**src/rtl/core/tpl_ram.sv**
```systemverilog
// tpl_ram: generic single write port, single read port ram
// read data is registered; no dependencies
module tpl_ram #(
    parameter int WIDTH = 32,
    parameter int DEPTH = 128
) (
    input  logic                                  i_clk,
    input  logic                                  i_we,
    input  logic [((DEPTH > 1) ? $clog2(DEPTH) : 1)-1:0] i_waddr,
    input  logic [WIDTH-1:0]                      i_wdata,
    input  logic [((DEPTH > 1) ? $clog2(DEPTH) : 1)-1:0] i_raddr,
    output logic [WIDTH-1:0]                      o_rdata
);

    logic [WIDTH-1:0] r_mem [0:DEPTH-1];

    always_ff @(posedge i_clk) begin
        if (i_we) begin
            r_mem[i_waddr] <= i_wdata;
        end
        o_rdata <= r_mem[i_raddr];
    end

endmodule

```
**config.mk**
```make
export PLATFORM = sky130hd
export DESIGN_NAME = tpl_ram
export DESIGN_NICKNAME = d
export VERILOG_FILES = /design/src/rtl/core/tpl_ram.sv
export SDC_FILE = /design/constraint.sdc
export NUM_CORES = 2
export LEC_CHECK = 0
export BUFFER_PORTS_ARGS = -buffer_cell sky130_fd_sc_hd__buf_2
export CORE_ASPECT_RATIO = 0.8
export CORE_MARGIN = 4
export CORE_UTILIZATION = 39
export CTS_CLUSTER_DIAMETER = 50
export DETAILED_ROUTE_END_ITERATION = 7
export PLACE_DENSITY = 0.63
export SYNTH_ARGS = -nofsm -noshare
export SYNTH_HDL_FRONTEND = slang
export SYNTH_SLANG_ARGS = --single-unit
```
**constraint.sdc**
```tcl
create_clock -name i_clk -period 4.4 [get_ports i_clk]
set_input_delay 0.88 -clock i_clk [delete_from_list [all_inputs] [get_ports i_clk]]
set_output_delay 0.88 -clock i_clk [all_outputs]
set_load 0.03 [all_outputs]
```
==> summary.txt <==
Final layout
  – Design area: 0.181 sq mm
  – Commonest non-fill, non-tap cells in the layout: edfxtp_1 (4096), mux4_2 (1344), clkbuf_16 (400)
  – Final net count: 6566
  – Most common cell after layout, fill and taps aside: edfxtp_1
  – Area growth, synth to finish: 15.5%
  – Final core area utilization: a little under half
  – Share of cells above drive strength 1: 37.0%

Die
  – Core box area: 0.398 sq mm
  – Initial core utilization: 39.2%
  – Die Wd: between 700 and 800 um
  – Area of the die: 0.411 sq mm
  – Chip height: 574 um
  – # rows: 207
  – Ports: 80

Setup path
  – Critical-path cell list: buf_12 > buf_12 > buf_12 > buf_12 > buf_4 > mux4_2 > mux4_2 > mux4_2 > mux2_2
  – Worst setup path category: in2reg
  – R2R Setup Slk: 1.58 ns
  – Worst EP required: about 5.2 ns
  – CP Depth: 9
  – Most frequent CP cell: buf_12
  – Reg2reg end: o_rdata[11]
  – Worst Setup End Kind: flop
  – Buf+Inv Stages, Crit Path: 5
  – Critical Path Start Type: input pin
  – Worst-path fanout max: 36
  – Worst reg-to-reg path cell count: 4
  – CP max stage delay: 0.66 ns
  – Family with the most delay on the worst path: multiplexers
  – Crit path DAT: 4.18 ns
  – Crit-path slowest cell: mux4_2
  – RR Startpoint: r_mem[116][11]

Yosys
  – Register area share after synthesis: 79.1%
  – Syn nets: between 6000 and 7000
  – Syn Inst Count: 5990
  – Yosys warnings: 0
  – Syn avg cell area: 26.1 sq um
  – XOR/XNOR Fraction of Synth Area: 0%
  – #FFs+latches synth: 4128
  – Yosys cell types: 17
  – Compound-cell area share of the yosys netlist: 0%
  – Post-synthesis adder-cell area fraction: 0%
  – Largest family of logic cells by synthesized area: multiplexers
  – Synth Area in Simple Gates: less than 1%
  – Mux share of post-synthesis cell area: 19.6%
  – Mapped cell area: 0.156 sq mm

Flow run
  – Max Cap Viol: 0

Routing
  – Post-DR wirelength/cell: 34.9 um
  – Routed via count: 73100
  – Drt first-iter violations: 12400
  – Final ANT Viol Nets: 0
  – Final WL: 426000 um
  – DRT Pass-1 Iters: 5
  – DRC viols: 0
  – Via-to-Cell Ratio: 5.99

Timing
  – Fin. max-slew vios: 0
  – Final Setup Violations: 0
  – Slew Limit Headroom: 17.5%
  – Final setup TNS: 0 ns
  – Clock skew: 0.0472 ns
  – Final hold viol count: 0
  – Worst Max-Slew Pin Slew: between 1 and 1.5 ns
  – Fin crit share: 76.6%
  – Fmax achieved: 0.297 GHz
  – Final min period: 3.37 ns
  – RSZ-0062 raised after global routing: false

Clocking
  – Hold buffer count at CTS: 0
  – Post-cts sizing count: 0
  – CTS Buffer Depth: 4
  – # Post-CTS Setup Buffers: 0
  – CTS buffer count: between 300 and 400
  – CTS root buf: clkbuf_16
  – CTS clk-pin slew, worst paths: 0.06 ns
  – CTS tree: done
  – H-tree levels: 5
  – Worst-Skew Late Latency: between 0.9 and 1 ns
  – Clk sinks: ~4100

Min path
  – Hold path startpoint: i_wdata[11]
  – Hold Crit Depth: 1
  – Worst Hold Class: in2reg
  – WHS Endpoint: r_mem[125][11]

Power
  – Seq pwr share: 53.2%
  – Switching part of the total: between 20% and 30%
  – Logic pwr share: about 5.5%
  – Clock Power Share: 41.3%
  – NetSw: around 0.018 W
  – Total power: 0.0819 W
  – Leak pwr: 54.9 nW
  – VDD IR max: approximately 0.38 mV
  – Power density over cell area: 454 mW/mm^2
  – Internal power: 0.0644 W

GRT
  – All-Layer GR Usage: 20.5%
  – Largest net degree at the start of global routing: 129
  – First-pass GRT wire length: 588000 um
  – Vias in the first global route: 71900
  – GRT overflow: 0
  – Antenna violations before repair: a little over 80

Placed design
  – HPWL after detailed placement: ~240000 um
  – Port bufs: 79
  – Placer Congestion: 0.809
  – Post-DP Area: 0.168 sq mm

Status
  – Outcome: finished clean
[power groups by stage]
| stage | registers, W | logic, W | clock network [W] |
|---|---|---|---|
| after floorplan | 0.0444 | 0.00209 | 0 |
| after global placement | 0.0444 | 0.00444 | 0 |
| after detailed placement | 0.0444 | 0.00452 | 0 |
| after CTS | 0.0436 | 0.00453 | 0.0343 |
| after global routing | 0.0435 | 0.00471 | 0.0361 |
| final | 0.0436 | 0.00452 | 0.0338 |
[worst max path at each step]
stage / endpoint / startpoint / slack (ns)
after floorplan: r_mem[98][0] / i_we / 0.28
after global placement: o_rdata[8] / i_raddr[0] / 0.14
after detailed placement: o_rdata[8] / i_raddr[0] / 0.11
after CTS: o_rdata[8] / i_raddr[0] / 1.10
after global routing: o_rdata[8] / i_raddr[0] / 0.97
final: o_rdata[8] / i_raddr[0] / 1.03
[cell usage after synthesis]
library cell	count	area share (%)
or3_1	1	0.0040
buf_2	79	0.25
mux2_2	32	0.23
clkbuf_1	182	0.44
dfxtp_1	32	0.41
nor3_1	9	0.029
mux4_2	1344	19
nand3_1	12	0.038
buf_4	3	0.014
nand2_1	14	0.034
buf_6	2	0.014
nor2_1	122	0.29
buf_1	50	0.12
nand4_1	3	0.012
edfxtp_1	4096	79
nor2b_1	7	0.028
nand2b_1	2	0.0080
[sequential cells by signal (all words and copies together) (netlist names)]
name	flops
r_mem	4096
o_rdata	32
[layout make-up]
| cell class | instances | area [sq um] |
|---|---|---|
| clock buffer | 469 | 10400 |
| multi-input combinational | 1546 | 32300 |
| antenna | 43 | 108 |
| fill | 32400 | 218000 |
| tap | 5329 | 6670 |
| timing repair buffer | 453 | 5090 |
| clock inverter | 242 | 2360 |
| sequential | 4128 | 124000 |
[logic make-up (layout without fill, tap and decap cells)]
logic type             count (synthesis)  in the layout
DFF                                 4128           4128
and+or+nand+nor                      170            170
muxes                               1376           1376
buffers and inverters                316           1164
other                                  0             43
[worst reg2reg max path, cell delays in order (launching register included)]
cell and delay (ns):
edfxtp_1 0.37, mux4_2 0.48, mux4_2 0.69, mux4_2 0.78, mux2_2 0.38
[per-stage QoR]
| step | hold slack [ns] | worst slack [ns] | cells |
|---|---|---|---|
| finish | 0.434 | 1.03 | 12200 |
| global route | 0.405 | 0.965 | 12200 |
| CTS | 0.360 | 1.10 | 12200 |
| detailed placement | 1.13 | 0.113 | 11500 |
| global placement | 1.13 | 0.139 | 11500 |
| floorplan | 0.979 | 0.281 | 5990 |
[layer usage]
metal / global-route usage, % / up-vias / share of wire (%)
li1: - / 27500 / -
met1: 30.9 / 40400 / 41
met2: 29.7 / 4509 / 44
met3: 5.84 / 620 / 12
met4: 4.41 / 42 / 2.2
met5: 0 / - / 0.076
Power figures use the tool's default switching activity.
