## src/rtl/core/tpl_pkg.sv

```systemverilog
// tpl_pkg: types, codes and helpers shared by the text pen layout unit
// holds the item structs, state enum, saturation and max helpers
// no dependencies
package tpl_pkg;

    localparam int COORD_BITS = 16;
    localparam int WIDE_BITS  = 40;

    typedef logic signed [COORD_BITS-1:0] t_coord;
    typedef logic signed [WIDE_BITS-1:0]  t_wide;

    localparam t_wide COORD_MAX_W = (t_wide'(1) <<< (COORD_BITS - 1)) - t_wide'(1);
    localparam t_wide COORD_MIN_W = -(t_wide'(1) <<< (COORD_BITS - 1));

    // commands
    localparam logic [1:0] CMD_WRITE = 2'd0;
    localparam logic [1:0] CMD_BEGIN = 2'd1;
    localparam logic [1:0] CMD_CHAR  = 2'd2;

    // control characters
    localparam logic [7:0] CH_TAB   = 8'h09;
    localparam logic [7:0] CH_LF    = 8'h0A;
    localparam logic [7:0] CH_VT    = 8'h0B;
    localparam logic [7:0] CH_FF    = 8'h0C;
    localparam logic [7:0] CH_CR    = 8'h0D;
    localparam logic [7:0] CH_SPACE = 8'h20;

    // configuration register indexes
    localparam logic [2:0] CFG_CHAR_WIDTH  = 3'd0;
    localparam logic [2:0] CFG_LINE_HEIGHT = 3'd1;
    localparam logic [2:0] CFG_TAB_WIDTH   = 3'd2;
    localparam logic [2:0] CFG_FIRST_CHAR  = 3'd3;
    localparam logic [2:0] CFG_GLYPH_COUNT = 3'd4;

    localparam logic [7:0] RST_CHAR_WIDTH  = 8'd8;
    localparam logic [7:0] RST_LINE_HEIGHT = 8'd16;
    localparam logic [6:0] RST_TAB_WIDTH   = 7'd4;
    localparam logic [7:0] RST_FIRST_CHAR  = 8'd32;
    localparam logic [7:0] RST_GLYPH_COUNT = 8'd95;

    // result kinds
    localparam logic KIND_GLYPH = 1'b0;
    localparam logic KIND_BOX   = 1'b1;

    localparam int RECT_BITS   = 32;
    localparam int METRIC_BITS = 64;

    typedef struct packed {
        logic [1:0]         cmd;
        logic [7:0]         char_code;
        logic signed [15:0] origin_x;
        logic signed [15:0] origin_y;
        logic               last_char;
        logic [15:0]        atlas_x;
        logic [7:0]         atlas_w;
        logic [7:0]         atlas_h;
        logic signed [15:0] scale_x;
        logic signed [15:0] scale_y;
        logic signed [15:0] offset_x;
        logic signed [15:0] offset_y;
    } t_in_item;

    typedef struct packed {
        logic        kind;
        t_coord      dest_x;
        t_coord      dest_y;
        t_coord      dest_w;
        t_coord      dest_h;
        logic [15:0] src_x;
        logic [7:0]  src_w;
        logic [7:0]  src_h;
        t_coord      cell_x;
        t_coord      cell_y;
        logic        last;
    } t_out_item;

    typedef struct packed {
        t_coord      dest_x;
        t_coord      dest_y;
        t_coord      dest_w;
        t_coord      dest_h;
        logic [15:0] src_x;
        logic [7:0]  src_w;
        logic [7:0]  src_h;
    } t_glyph_geom;

    typedef enum logic [2:0] {
        ST_IDLE,
        ST_TAB,
        ST_READ,
        ST_SUM,
        ST_BOX
    } t_state;

    function automatic t_coord sat_coord(input t_wide v);
        if (v > COORD_MAX_W) begin
            return t_coord'(COORD_MAX_W[COORD_BITS-1:0]);
        end else if (v < COORD_MIN_W) begin
            return t_coord'(COORD_MIN_W[COORD_BITS-1:0]);
        end
        return t_coord'(v[COORD_BITS-1:0]);
    endfunction

    function automatic t_coord max_coord(input t_coord a, input t_coord b);
        return (a > b) ? a : b;
    endfunction

endpackage

```

## src/rtl/core/tpl_glyph_calc.sv

```systemverilog
// tpl_glyph_calc: glyph placement arithmetic from a glyph table read
// stage one registers the four cell products, stage two sums, truncates and saturates
// uses tpl_pkg
module tpl_glyph_calc
    import tpl_pkg::*;
(
    input  logic                        i_clk,
    input  logic                        i_load,
    input  logic [RECT_BITS-1:0]        i_rect,
    input  logic [METRIC_BITS-1:0]      i_metric,
    input  logic [7:0]                  i_char_width,
    input  logic [7:0]                  i_line_height,
    input  logic signed [COORD_BITS:0]  i_pos_x,
    input  logic signed [COORD_BITS:0]  i_pos_y,
    output t_glyph_geom                 o_geom
);

    localparam int PROD_BITS = 25;
    localparam int SUM_BITS  = COORD_BITS + 15;
    localparam int TRUNC_BITS = SUM_BITS - 12;

    logic signed [PROD_BITS-1:0] r_p_ox;
    logic signed [PROD_BITS-1:0] r_p_oy;
    logic signed [PROD_BITS-1:0] r_p_sx;
    logic signed [PROD_BITS-1:0] r_p_sy;
    logic [15:0]                 r_src_x;
    logic [7:0]                  r_src_w;
    logic [7:0]                  r_src_h;

    logic signed [15:0]          w_sx;
    logic signed [15:0]          w_sy;
    logic signed [15:0]          w_ox;
    logic signed [15:0]          w_oy;
    logic signed [8:0]           w_cw;
    logic signed [8:0]           w_lh;
    logic signed [SUM_BITS-1:0]  w_sum_x;
    logic signed [SUM_BITS-1:0]  w_sum_y;

    // q12 to integer, rounding toward zero
    function automatic logic signed [TRUNC_BITS-1:0] q12_trunc(
        input logic signed [SUM_BITS-1:0] v
    );
        logic signed [SUM_BITS-1:0] adj;
        adj = v + (v[SUM_BITS-1] ? SUM_BITS'(4095) : SUM_BITS'(0));
        return adj[SUM_BITS-1:12];
    endfunction

    assign w_sx = i_metric[63:48];
    assign w_sy = i_metric[47:32];
    assign w_ox = i_metric[31:16];
    assign w_oy = i_metric[15:0];
    assign w_cw = $signed({1'b0, i_char_width});
    assign w_lh = $signed({1'b0, i_line_height});

    always_ff @(posedge i_clk) begin
        if (i_load) begin
            r_p_ox  <= PROD_BITS'(w_ox) * PROD_BITS'(w_cw);
            r_p_oy  <= PROD_BITS'(w_oy) * PROD_BITS'(w_lh);
            r_p_sx  <= PROD_BITS'(w_sx) * PROD_BITS'(w_cw);
            r_p_sy  <= PROD_BITS'(w_sy) * PROD_BITS'(w_lh);
            r_src_x <= i_rect[31:16];
            r_src_w <= i_rect[15:8];
            r_src_h <= i_rect[7:0];
        end
    end

    always_comb begin
        w_sum_x = SUM_BITS'($signed({i_pos_x, 12'd0})) + SUM_BITS'(r_p_ox);
        w_sum_y = SUM_BITS'($signed({i_pos_y, 12'd0})) + SUM_BITS'(r_p_oy);
        o_geom.dest_x = sat_coord(t_wide'(q12_trunc(w_sum_x)));
        o_geom.dest_y = sat_coord(t_wide'(q12_trunc(w_sum_y)));
        o_geom.dest_w = sat_coord(t_wide'(q12_trunc(SUM_BITS'(r_p_sx))));
        o_geom.dest_h = sat_coord(t_wide'(q12_trunc(SUM_BITS'(r_p_sy))));
        o_geom.src_x  = r_src_x;
        o_geom.src_w  = r_src_w;
        o_geom.src_h  = r_src_h;
    end

endmodule

```

## config.mk

```make
export PLATFORM = sky130hd
export DESIGN_NAME = tpl_glyph_calc
export DESIGN_NICKNAME = d
export VERILOG_FILES = /design/src/rtl/core/tpl_pkg.sv /design/src/rtl/core/tpl_glyph_calc.sv
export SDC_FILE = /design/constraint.sdc
export NUM_CORES = 1
export LEC_CHECK = 0
export ABC_AREA = 1
export CAP_MARGIN = 5
export CORE_MARGIN = 8
export CORE_UTILIZATION = 55
export DETAILED_ROUTE_END_ITERATION = 12
export DONT_BUFFER_PORTS = 1
export PLACE_DENSITY = 0.77
export SLEW_MARGIN = 5
export SYNTH_ARGS = -nofsm -noshare
export SYNTH_HDL_FRONTEND = slang
export SYNTH_SLANG_ARGS = --single-unit
```

## constraint.sdc

```tcl
create_clock -name i_clk -period 5.15 [get_ports i_clk]
set_clock_uncertainty 0.2 [all_clocks]
set_input_delay 0.2575 -clock i_clk [delete_from_list [all_inputs] [get_ports i_clk]]
set_output_delay 0.2575 -clock i_clk [all_outputs]
set_load 0.05 [all_outputs]
```

==> results.cfg <==
[timing]
max_freq_ghz = 0.200
drv_slew = 0
layout_min_cycle_time_ns = 5.01
hold_viol = 0
fin_setup_tns_ns = 0
tightest_slew_ns = 1.06
slew_headroom_pct = 29.0
worst_slack_ns = 0.143
fin_crit_sh_pct = 97.2
rsz0062_at_grt = true
setup_viol = 0

[global_route]
grtUsageMet1_pct = 23.3
grt.total_usage_pct = 21.5
grt_overflow = 0
grtUsageMet3_pct = 5.70
grt_first_pass_wirelength_microns = 100000
grt_pass1_vias = 21700
grt_max_degree = 133
antenna_found_initial = 0
grtUsageMet2_pct = 40.1
grt_busiest_layer = met2

[synthesis]
ys_ff_latch = 132
ys.flop_type = edfxtp_1
synth_area_sq_um = 27600
ys_types = 47
ys_seq_area_share_pct = 14.4
post-synth-top-count-cell = inv_1
async_flop_share_pct = 0
synthCells = 3562
synth_top_cells_by_count = inv_1 (1001), nand2_1 (913), fa_1 (410)
yosysTopAreaCellShare_pct = 29.7
syn-num-nets = 4398
avgSynthCellArea_sq_um = 7.75
yosysTopAreaCell = fa_1
yosys_warnings = 0
synth_area_leaders = fa_1 (30%), edfxtp_1 (14%), inv_1 (14%), ha_1 (13%), nand2_1 (12%)
synth_edf_count = 132

[floorplan]
initial_core_util_pct = 55.3
die_area_sq_um = 57600
core_area_sq_um = 49900
chipHeight_microns = 240
die_x_microns = 240
num_rows = 82
pin_count = 244

[final_layout]
num-nets-final = 4389
num_antenna_cells = 0
syn_to_final_growth_pct = 8.60
drive_gt1_share_pct = 6.20
fin_area_sq_um = 30000

[pwr]
pwr_density_cell_nw_per_um2 = 657
power.leakage_nw = 17.4
finalPower_w = 0.0197
ir_drop_mv = 0.675

[clocking]
clk_pin_slew_worst_paths_ns = 0.06
clk_path_buf_depth = 2
cts_made_buffers = 17
cts_tree = done
cts.sinks = 132
cts_max_level = 4
root_buffer = clkbuf_16

[hold_path]
hp-class = in2reg

[placement]
dpl.hpwl_microns = 49100
post-place-ws_ns = -0.0378
place_congestion = 0.923
placed_area_sq_um = 28100
io_buffers = 0

[routing]
antenna_left = 0
wl_microns = 61500
drt_first_pass_iters = 5
num_vias = 21400
drc = 0
vias_per_cell = 5.05
drt-initial-drc-count = 1037
wire_per_inst_microns = 14.5

[worst_setup_path]
start_kind = register
critPathMaxStageDelay_ns = 0.43
path_delay_family = simple AND/OR/NAND/NOR gates
cp.arrival_ns = 4.55
critPathCaptureType = primary output
crit_fanout = 8
crit_buf_inv = 4
path_class = reg2out
crit_top_cell = nand2_2
cp_slowest_cell = edfxtp_1
cp.required_ns = 4.69

[run]
maxCapViolCount = 0

[outcome]
outcome = finished clean
==> timing repair <==
action,in CTS,in global routing
hold buffers,50,0
cloned,0,2
pin swaps,0,31
endpoints found under the hold margin,174,0
endpoints found under the setup margin,15,31
resized for setup,8,130
buffers inserted,2,12
==> stage by stage <==
step	cells	utilization, %	hold WS (ns)
2_1_floorplan	3562	-	0.156
3_3_place_gp	4140	56.3	0.156
3_5_place_dp	4140	56.3	0.156
4_1_cts	4224	58.6	0.00416
5_1_grt	4238	60.1	0.0433
6_report	4238	60.1	0.0470
==> final cells by class <==
type	count	area, sq um
fill	4413	19900
timing repair buffer	90	881
multi-input combinational	2300	19900
sequential	132	3960
clock inverter	15	139
tap	672	841
inverter	1012	3800
clock buffer	17	425
==> cells by family (layout without fill, tap and decap cells) <==
logic type | count (synthesis) | in the layout | share of synthesized area, %
AO/OA/AOI/OAI | 253 | 253 | 5.01
XOR/XNOR | 136 | 136 | 4.45
buffers and inverters | 1132 | 1134 | 15.8
AND/OR/NAND/NOR | 1221 | 1223 | 18.1
adder cells (fa/ha/maj) | 688 | 688 | 42.3
flip-flops | 132 | 132 | 14.4
==> final timing paths <==
kind / cells after the start / to / from
setup / recovery: 27 / o_geom[68] / r_p_oy[24]
hold / removal: 4 / r_p_sy[3] / i_line_height[3]
==> sequential cells by signal, indices dropped and copies added (netlist names) <==
name and count:
r_src_h 8, r_p_ox 25, r_p_sx 25, r_src_w 8, r_p_oy 25, r_p_sy 25
r_src_x 16
==> metal layers <==
metal  up-vias  part of all wire [%]
met3       115                   7.6
met2       572                    54
met5         -                     0
met4         0                   2.6
met1     10300                    36
li1      10500                     -
==> power by group <==
part | internal [W] | leakage [nW] | switching, W
clock | 0.000634 | 0.270 | 0.000542
combinational | 0.00568 | 15.8 | 0.0104
sequential | 0.00210 | 1.29 | 0.000325
==> cells in the final DEF (no fill, tap or decap), types with 41 or more instances in the layout <==
cell type,n
o21ai_0,41
ha_1,259
edfxtp_1,132
inv_1,1001
xnor2_1,48
nand3_1,85
xor2_1,83
nor2_1,112
dlygate4sd3_1,49
nand2_1,874
a21oi_1,143
fa_1,410
nand2_2,48
Note: power is estimated with default switching activity, not from simulation.
