File: src/rtl/core/tpl_pkg.sv
// tpl_pkg: types, codes and helpers shared by the text pen layout unit
// holds the item structs, state enum, saturation and max helpers
// no dependencies
package tpl_pkg;

    localparam int COORD_BITS = 16;
    localparam int WIDE_BITS  = 40;

    typedef logic signed [COORD_BITS-1:0] t_coord;
    typedef logic signed [WIDE_BITS-1:0]  t_wide;

    localparam t_wide COORD_MAX_W = (t_wide'(1) <<< (COORD_BITS - 1)) - t_wide'(1);
    localparam t_wide COORD_MIN_W = -(t_wide'(1) <<< (COORD_BITS - 1));

    // commands
    localparam logic [1:0] CMD_WRITE = 2'd0;
    localparam logic [1:0] CMD_BEGIN = 2'd1;
    localparam logic [1:0] CMD_CHAR  = 2'd2;

    // control characters
    localparam logic [7:0] CH_TAB   = 8'h09;
    localparam logic [7:0] CH_LF    = 8'h0A;
    localparam logic [7:0] CH_VT    = 8'h0B;
    localparam logic [7:0] CH_FF    = 8'h0C;
    localparam logic [7:0] CH_CR    = 8'h0D;
    localparam logic [7:0] CH_SPACE = 8'h20;

    // configuration register indexes
    localparam logic [2:0] CFG_CHAR_WIDTH  = 3'd0;
    localparam logic [2:0] CFG_LINE_HEIGHT = 3'd1;
    localparam logic [2:0] CFG_TAB_WIDTH   = 3'd2;
    localparam logic [2:0] CFG_FIRST_CHAR  = 3'd3;
    localparam logic [2:0] CFG_GLYPH_COUNT = 3'd4;

    localparam logic [7:0] RST_CHAR_WIDTH  = 8'd8;
    localparam logic [7:0] RST_LINE_HEIGHT = 8'd16;
    localparam logic [6:0] RST_TAB_WIDTH   = 7'd4;
    localparam logic [7:0] RST_FIRST_CHAR  = 8'd32;
    localparam logic [7:0] RST_GLYPH_COUNT = 8'd95;

    // result kinds
    localparam logic KIND_GLYPH = 1'b0;
    localparam logic KIND_BOX   = 1'b1;

    localparam int RECT_BITS   = 32;
    localparam int METRIC_BITS = 64;

    typedef struct packed {
        logic [1:0]         cmd;
        logic [7:0]         char_code;
        logic signed [15:0] origin_x;
        logic signed [15:0] origin_y;
        logic               last_char;
        logic [15:0]        atlas_x;
        logic [7:0]         atlas_w;
        logic [7:0]         atlas_h;
        logic signed [15:0] scale_x;
        logic signed [15:0] scale_y;
        logic signed [15:0] offset_x;
        logic signed [15:0] offset_y;
    } t_in_item;

    typedef struct packed {
        logic        kind;
        t_coord      dest_x;
        t_coord      dest_y;
        t_coord      dest_w;
        t_coord      dest_h;
        logic [15:0] src_x;
        logic [7:0]  src_w;
        logic [7:0]  src_h;
        t_coord      cell_x;
        t_coord      cell_y;
        logic        last;
    } t_out_item;

    typedef struct packed {
        t_coord      dest_x;
        t_coord      dest_y;
        t_coord      dest_w;
        t_coord      dest_h;
        logic [15:0] src_x;
        logic [7:0]  src_w;
        logic [7:0]  src_h;
    } t_glyph_geom;

    typedef enum logic [2:0] {
        ST_IDLE,
        ST_TAB,
        ST_READ,
        ST_SUM,
        ST_BOX
    } t_state;

    function automatic t_coord sat_coord(input t_wide v);
        if (v > COORD_MAX_W) begin
            return t_coord'(COORD_MAX_W[COORD_BITS-1:0]);
        end else if (v < COORD_MIN_W) begin
            return t_coord'(COORD_MIN_W[COORD_BITS-1:0]);
        end
        return t_coord'(v[COORD_BITS-1:0]);
    endfunction

    function automatic t_coord max_coord(input t_coord a, input t_coord b);
        return (a > b) ? a : b;
    endfunction

endpackage

File: src/rtl/core/tpl_tab_rem.sv
// tpl_tab_rem: bit-serial remainder of the column by the tab width
// one quotient bit per cycle; uses tpl_pkg
module tpl_tab_rem
    import tpl_pkg::*;
(
    input  logic        i_clk,
    input  logic        i_rst_n,
    input  logic        i_start,
    input  logic [15:0] i_dividend,
    input  logic [6:0]  i_divisor,
    output logic        o_done,
    output logic [6:0]  o_rem
);

    logic        r_busy;
    logic        r_done;
    logic [3:0]  r_count;
    logic [15:0] r_shift;
    logic [6:0]  r_rem;
    logic [7:0]  w_trial;
    logic [6:0]  n_rem;

    always_comb begin
        w_trial = {r_rem, r_shift[15]};
        if (w_trial >= {1'b0, i_divisor}) begin
            w_trial = w_trial - {1'b0, i_divisor};
        end
        n_rem = w_trial[6:0];
    end

    always_ff @(posedge i_clk) begin
        if (!i_rst_n) begin
            r_busy <= 1'b0;
            r_done <= 1'b0;
        end else begin
            r_done <= 1'b0;
            if (i_start) begin
                r_busy <= 1'b1;
            end else if (r_busy && r_count == 4'd0) begin
                r_busy <= 1'b0;
                r_done <= 1'b1;
            end
        end
    end

    always_ff @(posedge i_clk) begin
        if (i_start) begin
            r_count <= 4'd15;
            r_shift <= i_dividend;
            r_rem   <= 7'd0;
        end else if (r_busy) begin
            r_count <= r_count - 4'd1;
            r_shift <= {r_shift[14:0], 1'b0};
            r_rem   <= n_rem;
        end
    end

    assign o_done = r_done;
    assign o_rem  = r_rem;

endmodule

File: config.mk
export PLATFORM = sky130hd
export DESIGN_NAME = tpl_tab_rem
export DESIGN_NICKNAME = d
export VERILOG_FILES = /design/src/rtl/core/tpl_pkg.sv /design/src/rtl/core/tpl_tab_rem.sv
export SDC_FILE = /design/constraint.sdc
export NUM_CORES = 1
export LEC_CHECK = 0
export BUFFER_PORTS_ARGS = -buffer_cell sky130_fd_sc_hd__buf_2
export CAP_MARGIN = 20
export CORE_UTILIZATION = 44
export CTS_CLUSTER_SIZE = 30
export DETAILED_ROUTE_END_ITERATION = 7
export HOLD_SLACK_MARGIN = 0.12
export PLACE_DENSITY = 0.69
export SYNTH_ARGS = -nofsm -noshare
export SYNTH_HDL_FRONTEND = slang
export SYNTH_SLANG_ARGS = --single-unit
File: constraint.sdc
create_clock -name i_clk -period 3.05 [get_ports i_clk]
set_input_delay 0.61 -clock i_clk [delete_from_list [all_inputs] [get_ports i_clk]]
set_output_delay 0.61 -clock i_clk [all_outputs]
set_load 0.01 [all_outputs]
==> flow_summary.toml, run 1 <==
[clock_network]
hold_buffers = 0
cts-root-buf = "clkbuf_4"
clock_latency_ns = 0.33
cts_tree = "done"
h-tree-depth = 2
path_clk_slew_ns = 0.10
clock-sinks = 29
numCtsBuffers = 5
cts_setup_buffers = 0
cts_buffer_depth = 2
cts_resized = 0

[yosys]
ys_warn_count = 0
synth_seq_cells = 29
ys_seq_area_frac = 0.461
async_flop_share = 0
synth_cell_types = 38
avgSynthCellArea_um2 = 10.9
synth_area_leaders = "edfxtp_1 30%, dfxtp_1 16%, mux2_2 11%, ha_1 7.0%, inv_1 3.0%"
synth_top_cell_area_share = 0.299
ys_top_cells_by_count = "16 x edfxtp_1, 16 x mux2_2, 13 x dfxtp_1, 13 x inv_1, 11 x nor2_1"
yosys_most_used_dff = "edfxtp_1"
syn_area_mm2 = 0.00161
synth_edf_count = 16
synth_nets = 183
synth_cells = 147
yosysTopAreaCell = "edfxtp_1"

[routing]
num_vias = 1173
avgViaCountPerCell = 5.08
wl_per_cell_um = 13.0
drtIter0Drc = 39
routed_wl_um = 2990
antenna_left = 0
drt-pass1-iter-count = 4
drc = 0

[global_routing]
grtUsageTotal = 0.165
grt_first_pass_wirelength_um = 5000
grt_max_degree = 23
overflow = 0
grt_pass1_vias = 1103
antenna_found_initial = 0

[critical_path]
path_max_fanout = 9
crit_arrival_ns = 2.43
end_kind = "flop"
required_ns = 3.28
startpoint_type = "flop"
critical_path_class = "reg2reg"

[timing]
period_share = 0.722
slew_headroom = 0.734
setup_viol = 0
hold_viol = 0
finalSetupTns_ns = 0
slew_viol_final = 0
rsz0062_at_grt = "no"
min_period_ns = 2.20
worstMarginPinSlew_ns = 0.399
setup_slack_ns = 0.848
fmax_mhz = 454
fin_skew_ns = 0.00882

[die]
core_area_mm2 = 0.00342
die-width_um = 62.4
start_util = 0.470
die_h_um = 62.4
ioPinCount = 34
die_area_mm2 = 0.00390
num_rows = 21

[place]
dp.cells = 223
io_buffers = 33
pre_cts_slack_ns = 0.598
place_hpwl_um = 2210
dpl-instance-area_mm2 = 0.00183
gp_congestion = 0.843

[power_and_ir_drop]
p_leak_nw = 0.858
ir_worst_vdd_v = 0.000336
powerDensity_mw_per_mm2 = 566

[layout]
drive_gt1_frac = 0.362
stdcell_count = 231
final_area_mm2 = 0.00193
fin_nets = 220
finish.utilization = 0.566
insertedDiodeCount = 0
area_growth_pct = 20.2
fillCellCount = 312

[min_path]
hold_path_class = "in2reg"

[outcome]
outcome = "complete, no violations"

[flow_run]
drv_cap = 0
==> critical path: stages (launching register included) <==
cell and delay [ns]:
edfxtp_1 0.37, inv_1 0.09, ha_1 0.17, inv_1 0.05, fa_1 0.39, nand3_1 0.14
nand3_2 0.10, a41oi_4 0.24, buf_4 0.21, nand2_1 0.06, a311oi_1 0.28
==> metrics by stage <==
step / hold WS, ns / total power [mW]
4_1_cts: 0.487 / 1.11
5_1_grt: 0.484 / 1.15
2_1_floorplan: 0.470 / 0.643
3_5_place_dp: 0.513 / 0.708
6_report: 0.504 / 1.09
3_3_place_gp: 0.487 / 0.699
==> routing by layer <==
| metal | track usage | part of all wire |
|---|---|---|
| met1 | 0.209 | 0.44 |
| met2 | 0.265 | 0.51 |
| met3 | 0.0620 | 0.045 |
| met4 | 0.0436 | 0.010 |
| met5 | 0 | 0 |
==> flip-flops by register name, summed over array words and instances, names as in the netlist <==
register / count
o_done: 1
r_busy: 1
r_shift: 16
r_count: 4
o_rem: 7
==> final timing paths <==
kind | start | endpoint | slack (ns) | cells after the start
worst min-delay path | i_rst_n | r_busy$_SDFFE_PN0P_ | 0.50 | 2
worst max register to register | r_shift[15]$_DFFE_PP_ | o_rem[6]$_SDFFE_PP0P_ | 0.85 | 10
worst min register to register | r_count[3]$_SDFFE_PP1P_ | r_count[3]$_SDFFE_PP1P_ | 0.53 | 2
worst max-delay path | r_shift[15]$_DFFE_PP_ | o_rem[6]$_SDFFE_PP0P_ | 0.85 | 10
==> cell families after synthesis <==
family          count (synthesis)  share of synthesized area
fa+ha+maj                      10                     0.0826
buf+inv                        19                     0.0444
flops                          29                      0.461
xor+xnor                        5                     0.0273
simple gates                   40                      0.128
mux                            20                      0.137
compound gates                 24                      0.120
==> placed cells by master, fill, tap and decap left out, types with 2 or more instances in the layout <==
master     count
nor2_1        11
ha_1           9
nand2b_1       4
a21oi_1        6
nor3_1         4
bufinv_16      2
nand3_1        2
a31oi_1        2
nor2b_1        3
a211oi_1       3
edfxtp_1      16
buf_2         33
inv_1         13
a311oi_1       2
a31o_1         2
nand2_1        8
mux2_2        16
xnor2_1        2
mux2i_1        4
o21ai_0        2
xor2_1         3
dfxtp_1       13
buf_4          3
clkbuf_4       5
==> layout make-up <==
class                      count  area, µm²  share of cell area
clock buffer                   5       37.5              0.0194
clock inverter                 3       65.1              0.0337
inverter                      13       48.8              0.0253
multi-input combinational     99        795               0.411
sequential                    29        741               0.383
tap                           46       57.6              0.0298
timing repair buffer          36        188              0.0972
==> where the power goes <==
| part | leakage (nW) | internal (mW) | switching, mW |
|---|---|---|---|
| Clock | 0.0552 | 0.254 | 0.140 |
| Combinational | 0.534 | 0.108 | 0.121 |
| Sequential | 0.269 | 0.452 | 0.0182 |
| Total | 0.858 | 0.814 | 0.279 |
No activity file was read; power rests on OpenSTA's default activity.
==> run 2, diff against run 1 <==
- clock period: 3.05 -> 2.1 ns (I/O delays scaled with it)
==> run 2 against run 1 <==
Combinational power grew 64%. Final cell count increased by 1.7%. Clock-buffer cell count increased by 2. Fmax up 8.6%. Clock power grew 19%. Critical path type unchanged. Largest cell class unchanged. Highest routed layer unchanged. Global-route usage shrank 0.68 points. Core utilization grew 2.0 points.
==> flow_summary.toml, run 2 (same netlist as run 1, synthesis figures left out) <==
[timing]
fin_skew_ns = 0.00339
setup_viol = 0
period_share = 0.966
worstMarginPinSlew_ns = 0.389
hold_viol = 0
slew_headroom = 0.741
min_period_ns = 2.03
fmax_mhz = 493
finalSetupTns_ns = 0
slew_viol_final = 0
fin_hold_ws_ns = 0.317

[layout]
stdcell_count = 235
drive_gt1_frac = 0.407
final_cell_mix = "34 x buf_2, 16 x edfxtp_1, 15 x mux2_2, 13 x dfxtp_1, 12 x inv_1"
area_growth_pct = 24.5
fin_nets = 224
regMostFlops = "r_shift"
insertedDiodeCount = 0
largest_register_ffs = 16
final_common_cell = "buf_2"
fillCellCount = 285

[critical_path]
r2r_cells = 10
worst-path-buf-inv = 3
reg2reg_to = "o_rem[4]$_SDFFE_PP0P_"
path_max_fanout = 5
startpoint = "r_shift[15]$_DFFE_PP_"
slowest_delay_ns = 0.43
path_cells = "inv_2 -> ha_4 -> inv_1 -> fa_2 -> nand3_4 -> nand3_4 -> a41oi_4 -> buf_6 -> mux2i_2 -> a211oi_2"
cp_top_family = "adder cells"
cpMostUsedCell = "nand3_4"
path_depth = 10
cp-endpoint = "o_rem[4]$_SDFFE_PP0P_"
crit_slowest_cell = "fa_2"
end_kind = "flop"
crit_arrival_ns = 2.24
required_ns = 2.31
startpoint_type = "flop"
regToRegStartpoint = "r_shift[15]$_DFFE_PP_"
r2r_slack_ns = 0.07
critical_path_class = "reg2reg"

[routing]
wl_per_cell_um = 12.5
routed_wl_um = 2930
num_vias = 1203
antenna_left = 0
drt-pass1-iter-count = 4
avgViaCountPerCell = 5.12
drc = 0
drtIter0Drc = 101

[clock_network]
clock-sinks = 29
hold_buffers = 0
cts-root-buf = "clkbuf_4"
cts_buffer_depth = 2
cts_tree = "done"
h-tree-depth = 2
numCtsBuffers = 5
path_clk_slew_ns = 0.09
clock_latency_ns = 0.32

[min_path]
hold_path_class = "in2reg"

[place]
io_buffers = 33
place_hpwl_um = 2150
dp.cells = 225
gp_congestion = 0.820

[die]
die-width_um = 62.4
core_area_mm2 = 0.00342
num_rows = 21
ioPinCount = 34
start_util = 0.470
die_h_um = 62.4
die_area_mm2 = 0.00390

[global_routing]
grtUsageTotal = 0.158
overflow = 0
grt_first_pass_wirelength_um = 4760
antenna_found_initial = 0
grt_max_degree = 20
grt_pass1_vias = 1104

[power_and_ir_drop]
powerDensity_mw_per_mm2 = 766
p_leak_nw = 0.871
ir_worst_vdd_v = 0.000426

[flow_run]
drv_cap = 0

[outcome]
outcome = "complete, no violations"
run 2: worst min-delay path by stage:
| stage | from | to | slack (ns) | cells after the start |
|---|---|---|---|---|
| 2_1_floorplan | r_count[3]$_SDFFE_PP1P_ | r_count[3]$_SDFFE_PP1P_ | 0.47 | 2 |
| 3_3_place_gp | r_count[3]$_SDFFE_PP1P_ | r_count[3]$_SDFFE_PP1P_ | 0.48 | 2 |
| 3_5_place_dp | o_rem[6]$_SDFFE_PP0P_ | o_rem[6]$_SDFFE_PP0P_ | 0.50 | 2 |
| 4_1_cts | i_rst_n | r_busy$_SDFFE_PN0P_ | 0.31 | 2 |
| 5_1_grt | i_rst_n | r_busy$_SDFFE_PN0P_ | 0.31 | 2 |
| 6_report | i_rst_n | r_busy$_SDFFE_PN0P_ | 0.32 | 2 |
run 2: report_power, final:
group / leakage [nW] / switching (mW) / internal, mW / total, mW
Clock: 0.0455 / 0.186 / 0.284 / 0.470
Combinational: 0.557 / 0.190 / 0.185 / 0.375
Sequential: 0.269 / 0.0291 / 0.657 / 0.686
run 2: metrics by stage:
step | total power, mW | cell area, µm² | setup WS, ns | util
2_1_floorplan | 0.940 | 1620 | 0.0320 | -
3_3_place_gp | 1.03 | 1860 | 0.0527 | 0.543
3_5_place_dp | 1.04 | 1860 | -0.0396 | 0.543
4_1_cts | 1.52 | 1940 | 0.0217 | 0.569
5_1_grt | 1.61 | 2000 | -0.00964 | 0.585
6_report | 1.53 | 2000 | 0.0724 | 0.585
run 2: layout make-up:
class,count,area [µm²],share of cell area
multi-input cells,99,848,0.424
flip-flops and latches,29,741,0.370
repair buffers,40,219,0.110
well taps,46,57.6,0.0288
clock buffers,7,55.1,0.0275
inverters,13,48.8,0.0244
clock inverters,1,30.0,0.0150
run 2: routing by layer:
metal | up-vias | part of all wire | global-route usage
met5 | - | 0 | 0
li1 | 616 | - | -
met3 | 7 | 0.047 | 0.0602
met1 | 557 | 0.46 | 0.196
met2 | 23 | 0.48 | 0.251
met4 | 0 | 0.012 | 0.0552
run 2: timing repair:
item | 4_1_cts | 5_1_grt
pin swaps | 0 | 3
setup endpoints to repair | 1 | 6
gates cloned | 0 | 1
resized for setup | 1 | 8
endpoints found under the hold margin | 0 | 0
setup buffers | 0 | 1
==> run 3, diff against run 2 <==
- BUFFER_PORTS_ARGS: -buffer_cell sky130_fd_sc_hd__buf_2 -> default
- DONT_BUFFER_PORTS: default -> 1
- PLACE_DENSITY: 0.69 -> default
==> run 3 against run 2 <==
Die area unchanged. Critical path depth unchanged. Clock power down 26%. Sequential share of layout area up 3.8 points. Setup slack better by 0.031 ns. Hold slack worse by 0.16 ns. Register-to-register slack better by 0.03 ns. Clock-buffer cell count down 1.
==> flow_summary.toml, run 3 (same netlist as run 1, synthesis figures left out) <==
[critical_path]
crit_slowest_cell = "fa_2"
startpoint_type = "flop"
required_ns = 2.31
end_kind = "flop"
crit_arrival_ns = 2.20
slowest_delay_ns = 0.39
path_cells = "inv_2 -> ha_4 -> inv_2 -> fa_2 -> nand3_2 -> nand3_2 -> a41oi_4 -> buf_6 -> mux2i_2 -> a211oi_2"
path_max_fanout = 8
critical_path_class = "reg2reg"

[layout]
insertedDiodeCount = 0
fin_nets = 194
regMostFlops = "r_shift"
fillCellCount = 316
final_cell_mix = "16 x edfxtp_1, 15 x mux2_2, 13 x dfxtp_1, 11 x inv_1, 11 x nor2_1"
multiInputGateArea_um2 = 827
regArea_um2 = 741
area_growth_pct = 13.0
largest_register_ffs = 16
drive_gt1_frac = 0.289
final_common_cell = "edfxtp_1"

[place]
pre_cts_slack_ns = 0.0302
place_hpwl_um = 2140
io_buffers = 0
gp_congestion = 0.840

[routing]
wl_per_cell_um = 14.5
avgViaCountPerCell = 5.41
routed_wl_um = 2970
antenna_left = 0
drc = 0
drt-pass1-iter-count = 4
num_vias = 1109
drtIter0Drc = 72

[timing]
worstMarginPinSlew_ns = 0.403
slew_viol_final = 0
min_period_ns = 2.00
fin_skew_ns = 0.0112
rsz0062_at_grt = "no"
hold_viol = 0
setup_slack_ns = 0.103
setup_viol = 0
slew_headroom = 0.731
finalSetupTns_ns = 0
fmax_mhz = 501
period_share = 0.951

[min_path]
hold_path_class = "in2reg"

[die]
die-width_um = 62.4
core_area_mm2 = 0.00342
die_h_um = 62.4
start_util = 0.470
die_area_mm2 = 0.00390
ioPinCount = 34
num_rows = 21

[clock_network]
cts_tree = "done"
clock_latency_ns = 0.33
cts-root-buf = "clkbuf_4"
numCtsBuffers = 5
path_clk_slew_ns = 0.08
h-tree-depth = 2
cts_buffer_depth = 2
clock-sinks = 29

[power_and_ir_drop]
pwr-share-seq = 0.504
p_comb_frac = 0.242
swShare = 0.284
internal-power_mw = 0.978
power.switching_mw = 0.388
powerDensity_mw_per_mm2 = 753
p_leak_nw = 0.737
ir_worst_vdd_v = 0.000421
clock_power_share = 0.254

[global_routing]
grt_max_degree = 31
grtUsageTotal = 0.168
grt_first_pass_wirelength_um = 4970
antenna_found_initial = 0
overflow = 0
grt_pass1_vias = 1149

[flow_run]
drv_cap = 0

[outcome]
outcome = "complete, no violations"
-- run 3: cell type report --
type / count / share of cell area
multi-input cells: 99 / 0.456
flip-flops and latches: 29 / 0.408
repair buffers: 10 / 0.0448
well taps: 46 / 0.0317
clock buffers: 6 / 0.0283
inverters: 13 / 0.0269
clock inverters: 2 / 0.00482
-- run 3: through the flow --
stage / utilization / std cells / total power, mW / hold WS [ns] / area (µm²)
final: 0.532 / 205 / 1.37 / 0.159 / 1820
after global routing: 0.532 / 205 / 1.45 / 0.127 / 1820
after CTS: 0.517 / 202 / 1.36 / 0.140 / 1770
after detailed placement: 0.499 / 194 / 1.01 / 0.489 / 1710
after global placement: 0.499 / 194 / 0.999 / 0.483 / 1710
after floorplan: - / 147 / 0.940 / 0.470 / 1620
-- run 3: layer usage --
layer	track usage	part of all wire	vias up
met1	0.183	0.43	521
met4	0.0930	0.023	0
met5	0	0	-
met3	0.0547	0.051	8
li1	-	-	554
met2	0.285	0.50	26
-- run 3: worst max-delay path, delay by kind of cell, from the launching register on --
kind                     cells  cell delay (ns)
multiplexers                 1             0.22
buffers and inverters        3             0.30
AO/OA/AOI/OAI                2             0.28
AND/OR/NAND/NOR              2             0.18
flip-flops                   1             0.38
adder cells (fa/ha/maj)      2             0.52
-- run 3: worst paths after layout --
| kind | depth (start not counted) | start | slack [ns] | end |
|---|---|---|---|---|
| worst min-delay path | 1 | i_start | 0.16 | o_rem[0]$_SDFFE_PP0P_ |
| worst max register to register | 10 | r_shift[15]$_DFFE_PP_ | 0.10 | o_rem[3]$_SDFFE_PP0P_ |
| worst min register to register | 2 | r_count[3]$_SDFFE_PP1P_ | 0.52 | r_count[3]$_SDFFE_PP1P_ |
| worst max-delay path | 10 | r_shift[15]$_DFFE_PP_ | 0.10 | o_rem[3]$_SDFFE_PP0P_ |
-- run 3: timing repair --
item / CTS / global route
hold buffers: 0 / 1
resized for setup: 0 / 7
endpoints found under the setup margin: 0 / 6
setup buffers: 0 / 2
endpoints found under the hold margin: 0 / 1
-- run 3: power by group through the flow --
stage	combinational (mW)	sequential (mW)	clock [mW]
finish	0.331	0.688	0.348
CTS	0.310	0.689	0.360
global route	0.366	0.695	0.385
detailed placement	0.307	0.702	0
global placement	0.300	0.699	0
floorplan	0.245	0.695	0
